### config.mk
export PLATFORM = sky130hd
export DESIGN_NAME = semaphore_with_waiter_table_flat
export DESIGN_NICKNAME = d
export VERILOG_FILES = /design/src/rtl/sem_pkg.sv /design/src/rtl/sem_ifs.sv /design/src/rtl/semaphore_with_waiter_table.sv /design/src/rtl/sem_mem.sv /design/src/rtl/sem_prio.sv /design/src/flat_wrapper.sv
export SDC_FILE = /design/constraint.sdc
export NUM_CORES = 1
export LEC_CHECK = 0
export BUFFER_PORTS_ARGS = -buffer_cell sky130_fd_sc_hd__buf_2
export CELL_PAD_IN_SITES_DETAIL_PLACEMENT = 0
export CELL_PAD_IN_SITES_GLOBAL_PLACEMENT = 2
export CORE_ASPECT_RATIO = 1.1
export CORE_UTILIZATION = 48
export CTS_BUF_LIST = sky130_fd_sc_hd__clkbuf_2
export CTS_CLUSTER_SIZE = 28
export DETAILED_ROUTE_END_ITERATION = 8
export PLACE_DENSITY_LB_ADDON = 0.1
export RECOVER_POWER = 50
export SETUP_SLACK_MARGIN = 0.15
export SLEW_MARGIN = 20
export SYNTH_ARGS = -nofsm -noshare
export SYNTH_HDL_FRONTEND = slang
export SYNTH_SLANG_ARGS = --single-unit
### constraint.sdc
create_clock -name clk -period 5.9 [get_ports clk]
set_clock_uncertainty 0.15 [all_clocks]
set_input_delay 0.59 -clock clk [delete_from_list [all_inputs] [get_ports clk]]
set_output_delay 0.59 -clock clk [all_outputs]
set_load 0.05 [all_outputs]
### src/rtl/sem_pkg.sv
// ----------------------------------------------------------------------------
// sem_pkg
// Shared types and constants for the counting semaphore with waiter table.
// ----------------------------------------------------------------------------
package sem_pkg;

    localparam int TASK_W      = 8;
    localparam int COUNT_W     = 8;
    localparam int STATUS_W    = 3;
    localparam int MODE_W      = 2;
    localparam int WAIT_SLOTS_DEF = 8;
    // Most wakeups reported by one release-all request
    localparam int MAX_RESULTS = 8;
    localparam int RES_W       = $clog2(MAX_RESULTS);

    localparam logic [COUNT_W-1:0] COUNT_MAX   = {COUNT_W{1'b1}};
    localparam logic [COUNT_W-1:0] COUNT_RESET = COUNT_W'(1);

    typedef enum logic [MODE_W-1:0] {
        MODE_DOWN    = 2'd0,
        MODE_UP      = 2'd1,
        MODE_RELEASE = 2'd2
    } mode_t;

    typedef enum logic [STATUS_W-1:0] {
        ST_GRANTED = 3'd0,
        ST_QUEUED  = 3'd1,
        ST_FULL    = 3'd2,
        ST_WOKEN   = 3'd3,
        ST_NONE    = 3'd4
    } status_t;

endpackage

### src/rtl/sem_ifs.sv
// ----------------------------------------------------------------------------
// sem_ifs
// Request and response channels: valid/ready with payload.
// ----------------------------------------------------------------------------
interface sem_req_if;
    logic                       valid;
    logic                       ready;
    logic [sem_pkg::MODE_W-1:0] mode;
    logic [sem_pkg::TASK_W-1:0] task_id;

    modport source (output valid, output mode, output task_id, input ready);
    modport sink   (input valid, input mode, input task_id, output ready);
endinterface

interface sem_rsp_if;
    logic                         valid;
    logic                         ready;
    logic [sem_pkg::STATUS_W-1:0] status;
    logic [sem_pkg::TASK_W-1:0]   woken_task;
    logic                         last;

    modport source (output valid, output status, output woken_task, output last,
                    input ready);
    modport sink   (input valid, input status, input woken_task, input last,
                    output ready);
endinterface

### src/rtl/semaphore_with_waiter_table.sv
// ----------------------------------------------------------------------------
// semaphore_with_waiter_table
// Counting semaphore with a table of waiting task slots.
// ----------------------------------------------------------------------------
// Requests arrive one beat at a time on req (mode, task_id); responses leave
// on rsp (status, woken_task, last), with last set on the final beat a
// request causes. Down takes a unit or parks the task in the lowest free
// slot (table full if none). Up wakes the lowest occupied slot only when the
// count is zero, and always bumps the count (saturating at 255). Release-all
// empties the table, sets the count to 1 and wakes every waiter it held,
// lowest slot first, up to eight beats. Mode 3 is dropped with no response.
// Timing: a request is accepted in S_IDLE and dispatched in the next cycle.
// An up that wakes passes through S_WAKE, since the task id comes out of
// the slot memory's registered read. Release-all steps through S_REL_SCAN
// and S_REL_EMIT, one slot memory read per wakeup. A new request is taken
// while the last response still waits in the output register. Slot valid
// bits are flip-flops cleared by reset, so no clearing pass is needed; task
// ids live in the memory and are read only behind a set valid bit.
// ----------------------------------------------------------------------------
module semaphore_with_waiter_table #(
    parameter int WAIT_SLOTS = sem_pkg::WAIT_SLOTS_DEF
) (
    input  logic         clk,
    input  logic         rst_n,
    sem_req_if.sink      req,
    sem_rsp_if.source    rsp
);
    import sem_pkg::*;

    localparam int SLOT_W = (WAIT_SLOTS > 1) ? $clog2(WAIT_SLOTS) : 1;

    typedef enum logic [2:0] {
        S_IDLE,
        S_DISPATCH,
        S_WAKE,
        S_REL_SCAN,
        S_REL_EMIT
    } state_t;

    state_t                  state_reg;
    logic [MODE_W-1:0]       mode_reg;
    logic [TASK_W-1:0]       task_reg;
    logic [COUNT_W-1:0]      count_reg;
    logic [WAIT_SLOTS-1:0]   valid_reg;     // slot occupied
    logic [WAIT_SLOTS-1:0]   rel_mask_reg;  // waiters still to report on release
    logic [RES_W-1:0]        rel_n_reg;     // wakeups reported so far

    logic                    out_valid_reg;
    logic [STATUS_W-1:0]     out_status_reg;
    logic [TASK_W-1:0]       out_task_reg;
    logic                    out_last_reg;

    // Slot search
    logic                    free_found, occ_found, rel_found;
    logic [SLOT_W-1:0]       free_idx, occ_idx, rel_idx;

    sem_prio #(.N(WAIT_SLOTS), .W(SLOT_W)) u_free_prio (
        .bits (~valid_reg),
        .found(free_found),
        .idx  (free_idx)
    );

    sem_prio #(.N(WAIT_SLOTS), .W(SLOT_W)) u_occ_prio (
        .bits (valid_reg),
        .found(occ_found),
        .idx  (occ_idx)
    );

    sem_prio #(.N(WAIT_SLOTS), .W(SLOT_W)) u_rel_prio (
        .bits (rel_mask_reg),
        .found(rel_found),
        .idx  (rel_idx)
    );

    // Slot memory access
    logic                    mem_wr_en, mem_rd_en;
    logic [SLOT_W-1:0]       mem_rd_addr;
    logic [TASK_W-1:0]       mem_rd_data;

    sem_mem #(.DEPTH(WAIT_SLOTS), .AW(SLOT_W)) u_mem (
        .clk    (clk),
        .wr_en  (mem_wr_en),
        .wr_addr(free_idx),
        .wr_data(task_reg),
        .rd_en  (mem_rd_en),
        .rd_addr(mem_rd_addr),
        .rd_data(mem_rd_data)
    );

    // Output register can take a new beat this cycle
    logic out_free;
    logic count_zero;
    logic rel_last;

    assign out_free   = !out_valid_reg || rsp.ready;
    assign count_zero = (count_reg == '0);
    assign rel_last   = (rel_mask_reg == '0) || (rel_n_reg == RES_W'(MAX_RESULTS - 1));

    always_comb
    begin
        mem_wr_en   = 1'b0;
        mem_rd_en   = 1'b0;
        mem_rd_addr = occ_idx;
        if (state_reg == S_DISPATCH)
        begin
            // Down parks the task when no unit is left and a slot is free
            mem_wr_en = (mode_reg == MODE_DOWN) && count_zero && free_found && out_free;
            mem_rd_en = (mode_reg == MODE_UP) && count_zero && occ_found;
        end
        else if (state_reg == S_REL_SCAN)
        begin
            mem_rd_en   = rel_found;
            mem_rd_addr = rel_idx;
        end
    end

    function automatic logic [COUNT_W-1:0] count_inc(input logic [COUNT_W-1:0] c);
        return (c == COUNT_MAX) ? c : c + COUNT_W'(1);
    endfunction

    always_ff @(posedge clk or negedge rst_n)
    begin
        if (!rst_n)
        begin
            state_reg     <= S_IDLE;
            count_reg     <= COUNT_RESET;
            valid_reg     <= '0;
            rel_mask_reg  <= '0;
            rel_n_reg     <= '0;
            out_valid_reg <= 1'b0;
        end
        else
        begin
            if (rsp.ready)
            begin
                out_valid_reg <= 1'b0;
            end

            unique case (state_reg)
                S_IDLE:
                begin
                    if (req.valid)
                    begin
                        mode_reg  <= req.mode;
                        task_reg  <= req.task_id;
                        state_reg <= S_DISPATCH;
                    end
                end

                S_DISPATCH:
                begin
                    case (mode_reg)
                        MODE_DOWN:
                        begin
                            if (out_free)
                            begin
                                out_valid_reg <= 1'b1;
                                out_task_reg  <= '0;
                                out_last_reg  <= 1'b1;
                                if (!count_zero)
                                begin
                                    count_reg      <= count_reg - COUNT_W'(1);
                                    out_status_reg <= ST_GRANTED;
                                end
                                else if (free_found)
                                begin
                                    valid_reg[free_idx] <= 1'b1;
                                    out_status_reg      <= ST_QUEUED;
                                end
                                else
                                begin
                                    out_status_reg <= ST_FULL;
                                end
                                state_reg <= S_IDLE;
                            end
                        end

                        MODE_UP:
                        begin
                            if (count_zero && occ_found)
                            begin
                                // Read issued this cycle; beat goes out from S_WAKE
                                valid_reg[occ_idx] <= 1'b0;
                                count_reg          <= count_inc(count_reg);
                                state_reg          <= S_WAKE;
                            end
                            else if (out_free)
                            begin
                                count_reg      <= count_inc(count_reg);
                                out_valid_reg  <= 1'b1;
                                out_status_reg <= ST_NONE;
                                out_task_reg   <= '0;
                                out_last_reg   <= 1'b1;
                                state_reg      <= S_IDLE;
                            end
                        end

                        MODE_RELEASE:
                        begin
                            rel_mask_reg <= valid_reg;
                            rel_n_reg    <= '0;
                            valid_reg    <= '0;
                            count_reg    <= COUNT_RESET;
                            state_reg    <= S_REL_SCAN;
                        end

                        default:
                        begin
                            state_reg <= S_IDLE;
                        end
                    endcase
                end

                S_WAKE:
                begin
                    if (out_free)
                    begin
                        out_valid_reg  <= 1'b1;
                        out_status_reg <= ST_WOKEN;
                        out_task_reg   <= mem_rd_data;
                        out_last_reg   <= 1'b1;
                        state_reg      <= S_IDLE;
                    end
                end

                S_REL_SCAN:
                begin
                    if (rel_found)
                    begin
                        rel_mask_reg[rel_idx] <= 1'b0;
                        state_reg             <= S_REL_EMIT;
                    end
                    else if (out_free)
                    begin
                        // empty table on release
                        out_valid_reg  <= 1'b1;
                        out_status_reg <= ST_NONE;
                        out_task_reg   <= '0;
                        out_last_reg   <= 1'b1;
                        state_reg      <= S_IDLE;
                    end
                end

                S_REL_EMIT:
                begin
                    if (out_free)
                    begin
                        out_valid_reg  <= 1'b1;
                        out_status_reg <= ST_WOKEN;
                        out_task_reg   <= mem_rd_data;
                        out_last_reg   <= rel_last;
                        rel_n_reg      <= rel_n_reg + RES_W'(1);
                        state_reg      <= rel_last ? S_IDLE : S_REL_SCAN;
                    end
                end

                default:
                begin
                    state_reg <= S_IDLE;
                end
            endcase
        end
    end

    assign req.ready      = (state_reg == S_IDLE);
    assign rsp.valid      = out_valid_reg;
    assign rsp.status     = out_status_reg;
    assign rsp.woken_task = out_task_reg;
    assign rsp.last       = out_last_reg;

    // ------------------------------------------------------------------------
    // Assertions
    // ------------------------------------------------------------------------
    a_release_clears : assert property (@(posedge clk) disable iff (!rst_n)
        (state_reg == S_DISPATCH && mode_reg == MODE_RELEASE)
        |=> (valid_reg == '0 && count_reg == COUNT_RESET))
        else $error("release-all did not clear table and count");

    a_no_rw_overlap : assert property (@(posedge clk) disable iff (!rst_n)
        !(mem_wr_en && mem_rd_en))
        else $error("slot memory read and write in the same cycle");

    a_single_beat_last : assert property (@(posedge clk) disable iff (!rst_n)
        (rsp.valid && (rsp.status == ST_GRANTED || rsp.status == ST_QUEUED
                       || rsp.status == ST_FULL || rsp.status == ST_NONE))
        |-> rsp.last)
        else $error("single-beat response without last");

    a_wake_frees_slot : assert property (@(posedge clk) disable iff (!rst_n)
        (state_reg == S_DISPATCH && mode_reg == MODE_UP && count_zero && occ_found)
        |=> (!valid_reg[$past(occ_idx)] && state_reg == S_WAKE))
        else $error("woken slot still occupied");

endmodule

### src/rtl/sem_mem.sv
// ----------------------------------------------------------------------------
// sem_mem
// Task id store of the waiter table: one write port, one registered read.
// ----------------------------------------------------------------------------
module sem_mem #(
    parameter int DEPTH = sem_pkg::WAIT_SLOTS_DEF,
    parameter int AW    = 3
) (
    input  logic                       clk,
    input  logic                       wr_en,
    input  logic [AW-1:0]              wr_addr,
    input  logic [sem_pkg::TASK_W-1:0] wr_data,
    input  logic                       rd_en,
    input  logic [AW-1:0]              rd_addr,
    output logic [sem_pkg::TASK_W-1:0] rd_data
);
    import sem_pkg::*;

    logic [TASK_W-1:0] mem [DEPTH];
    logic [TASK_W-1:0] rd_data_reg;

    always_ff @(posedge clk)
    begin
        if (wr_en)
        begin
            mem[wr_addr] <= wr_data;
        end
        if (rd_en)
        begin
            rd_data_reg <= mem[rd_addr];
        end
    end

    assign rd_data = rd_data_reg;

endmodule

### src/rtl/sem_prio.sv
// ----------------------------------------------------------------------------
// sem_prio
// Lowest-set-bit finder: isolates the lowest one, then encodes it.
// ----------------------------------------------------------------------------
module sem_prio #(
    parameter int N = sem_pkg::WAIT_SLOTS_DEF,
    parameter int W = 3
) (
    input  logic [N-1:0] bits,
    output logic         found,
    output logic [W-1:0] idx
);
    logic [N-1:0] lowest;

    assign lowest = bits & (~bits + N'(1));
    assign found  = |bits;

    always_comb
    begin
        idx = '0;
        for (int i = 0; i < N; i++)
        begin
            if (lowest[i])
            begin
                idx = idx | W'(i);
            end
        end
    end

endmodule

### src/flat_wrapper.sv
// flat-port wrapper written by rule: the top's interface ports become plain ports
module semaphore_with_waiter_table_flat import sem_pkg::*;
#(
    parameter int WAIT_SLOTS = sem_pkg::WAIT_SLOTS_DEF
)
  (clk, rst_n, req_valid, req_mode, req_task_id, req_ready, rsp_valid, rsp_status, rsp_woken_task, rsp_last, rsp_ready);
  sem_req_if req_i ();
  sem_rsp_if rsp_i ();
  input  logic clk;
  input  logic rst_n;
  input wire logic [$bits(req_i.valid)-1:0] req_valid;
  input wire logic [$bits(req_i.mode)-1:0] req_mode;
  input wire logic [$bits(req_i.task_id)-1:0] req_task_id;
  output wire logic [$bits(req_i.ready)-1:0] req_ready;
  output wire logic [$bits(rsp_i.valid)-1:0] rsp_valid;
  output wire logic [$bits(rsp_i.status)-1:0] rsp_status;
  output wire logic [$bits(rsp_i.woken_task)-1:0] rsp_woken_task;
  output wire logic [$bits(rsp_i.last)-1:0] rsp_last;
  input wire logic [$bits(rsp_i.ready)-1:0] rsp_ready;
  assign req_i.valid = req_valid;
  assign req_i.mode = req_mode;
  assign req_i.task_id = req_task_id;
  assign req_ready = req_i.ready;
  assign rsp_valid = rsp_i.valid;
  assign rsp_status = rsp_i.status;
  assign rsp_woken_task = rsp_i.woken_task;
  assign rsp_last = rsp_i.last;
  assign rsp_i.ready = rsp_ready;
  semaphore_with_waiter_table #(.WAIT_SLOTS(WAIT_SLOTS)) u_core (.clk(clk), .rst_n(rst_n), .req(req_i), .rsp(rsp_i));
endmodule
==> flow_metrics.tcl <==
set metrics [dict create \
    syn_to_final_growth_pct 9.635 \
    cellPowerDensity_nw_per_um2 401.2 \
    synth_flop_cell "edfxtp_1" \
    overflow 0 \
    drtAntennaViolNets 0 \
    antenna_found_initial 1 \
    totalWireLength_mm 12.39 \
    regMostFlops "u_core.u_mem.mem" \
    cts_resized 0 \
    syn_inst 474 \
    port_buffers 27 \
    hpwl_mm 8.177 \
    synth_common_cells "edfxtp_1, mux2i_1, nand2_1, nor2_1, dfrtp_1" \
    numCtsBuffers 17 \
    layout_min_cycle_time_ps 3475 \
    yosys.area.top_type_share_pct 47.56 \
    first_iter_violations 303 \
    path_clk_slew_ps 180 \
    via_per_inst 5.614 \
    gp_congestion 0.7994 \
    avgSynthCellArea_um2 12.52 \
    cts-root-buf "clkbuf_2" \
    grt_pass1_vias 3721 \
    h-tree-depth 4 \
    period_share_pct 58.91 \
    failed_checks "capacitance limit, slew limit" \
    cp_max_fo 13 \
    ys_types 54 \
    syn_nets 501 \
    core.rowCount 42 \
    cp.required_ps 6320 \
    peakVddDrop_mv 0.2032 \
    ys_seq_area_share_pct 60.66 \
    finalNetCount 537 \
    worstMarginPinSlew_ps 1895 \
    clock.fmax_mhz 287.7 \
    filler_cell_count 1054 \
    finalHoldViolCount 0 \
    drive_above_1_share_pct 13.77 \
    drc 0 \
    finalSetupTns_ps 0 \
    wl_met1_mm 5.760 \
    finalSetupViolCount 0 \
    yosysMostFrequentCell "edfxtp_1" \
    wl_met2_mm 5.812 \
    finalMaxSlewViolations 34 \
    clkSinkCount 125 \
    min_path_type "input pin to flip-flop" \
    die_area_um2 12810 \
    ys_top_cells_by_area "edfxtp_1, dfrtp_1, mux2i_1" \
    die_w_um 108.0 \
    clkLatencyLatePin_ps 690 \
    worst_slack_ps 2425 \
    largest_reg_flops 64 \
    cp-end-kind "flip-flop" \
    slew_headroom_pct -26.34 \
    crit_type "flip-flop to flip-flop" \
    power_leakage_nw 2.594 \
    start_kind "flip-flop" \
    drtPass1Iterations 4 \
    ys_ff_latch 125 \
    coreArea_um2 12030 \
    grt_first_pass_wirelength_mm 19.85 \
    top_layer_used "met4" \
    ys_async_sr_fraction_pct 24.80 \
    status "complete, but fails checks" \
    ioPinCount 28 \
    route.met3.wl_um 594 \
    final_util_pct 54.07 \
    grtUsageTotal_pct 21.36 \
    syn_area_um2 5934 \
    cts_tree "built" \
    cap_violations 1 \
    dieHeight_um 118.6 \
    cts_buffer_depth 2 \
    post-cts-setup-buffer-count 0 \
    dpl_worst_slack_ps 2408 \
    yosys.area.top_type "edfxtp_1" \
    rsz0062_at_grt "no" \
    initial_core_util_pct 49.31 \
    num_vias 3806 \
    synth_edf_count 94 \
    critPathArrivalTime_ps 3900 \
    grt_max_degree 34 \
    ys_warn_count 0 \
    wl_per_cell_um 18.27 \
]
kinds of logic (layout without fill, tap and decap cells):
logic type	Yosys count	after routing	synth area share (%)
buffers and inverters	38	87	3.247
xor gates and xnor gates	6	6	0.8855
adders and majority gates	13	13	2.867
and+or+nand+nor	138	138	11.55
AOI/OAI and AO/OA	97	97	10.98
DFF	125	125	60.66
muxes	57	57	9.804
other	0	1	0
power breakdown:
part           leakage, nW  internal [W]  switching, W
registers             1.25       0.00107      0.000139
logic                 1.20      0.000335      0.000517
clock network        0.144      0.000241      0.000311
total                 2.59       0.00164      0.000967
what timing repair did:
action                                  CTS  global route
hold endpoints to repair                 40             0
endpoints found under the setup margin    0             0
hold buffers                             11             0
path summary, 6_finish.rpt:
kind                            slack [ps]                     from                       end  cells after the start
worst min register to register         390  u_core.u_mem.rd_data[0]  u_core.rsp.woken_task[0]                      1
worst min-delay path                   110                req_valid       u_core.state_reg[1]                      4
max in group asynchronous             3710                    rst_n       u_core.count_reg[5]                      2
worst max register to register        2420       u_core.mode_reg[1]       u_core.count_reg[7]                     11
min in group asynchronous              780                    rst_n       u_core.rel_n_reg[2]                      2
worst max-delay path                  2420       u_core.mode_reg[1]       u_core.count_reg[7]                     11
layout make-up:
class | count | area [um2] | share of cell area [%]
Antenna cell | 1 | 2.502 | 0.03846
Timing Repair Buffer | 43 | 265.3 | 4.077
Sequential cell | 125 | 3600 | 55.33
Multi-Input combinational cell | 311 | 2153 | 33.10
Clock buffer | 21 | 105.1 | 1.615
Tap cell | 154 | 192.7 | 2.962
Clock inverter | 11 | 142.6 | 2.192
Inverter | 12 | 45.04 | 0.6923
per-layer routing:
layer / global-route usage (%) / vias to the layer above
met5: 0 / -
met4: 8.476 / 0
met3: 5.295 / 21
met2: 32.05 / 90
met1: 29.58 / 1846
li1: - / 1849
layout by cell type (no fill, tap or decap), types with 5 or more instances in the layout:
cell type / Yosys / final
ha_1: 12 / 12
nor4_1: 7 / 7
o21a_1: 7 / 7
nand2_1: 42 / 42
and2_0: 1 / 8
mux2_2: 9 / 9
buf_4: 1 / 5
nand4_1: 5 / 5
clkbuf_1: 13 / 14
a21oi_1: 20 / 20
buf_2: 6 / 13
o21ai_0: 26 / 26
inv_1: 11 / 11
dlygate4sd3_1: 0 / 11
nor2_1: 31 / 31
and2_1: 12 / 5
clkbuf_2: 1 / 21
dfrtp_1: 30 / 30
a31oi_1: 6 / 6
nor2b_1: 7 / 7
mux2i_1: 48 / 48
nor3_1: 15 / 13
o31ai_1: 8 / 8
edfxtp_1: 94 / 94
a22o_1: 5 / 5
stage by stage:
stage / total power [W] / instances / instance area [um2] / hold WS, ps
5_1_grt: 0.002782 / 678 / 6506 / 51.43
4_1_cts: 0.002638 / 677 / 6521 / 32.22
3_3_place_gp: 0.002066 / 634 / 6163 / 341.7
6_report: 0.002610 / 678 / 6506 / 106.1
2_1_floorplan: 0.001913 / 474 / 5934 / 144.4
3_5_place_dp: 0.002079 / 634 / 6163 / 354.1
critical path: stages (launching register included):
cell and delay (ps):
edfxtp_1 450, inv_1 100, ha_1 440, clkinv_1 540, ha_1 450, a21o_1 170, a211oi_1 240, nor2_1 100
o41ai_1 340, xnor2_1 140, a22oi_1 170, o41ai_1 90
(Power assumes the default switching activity.)
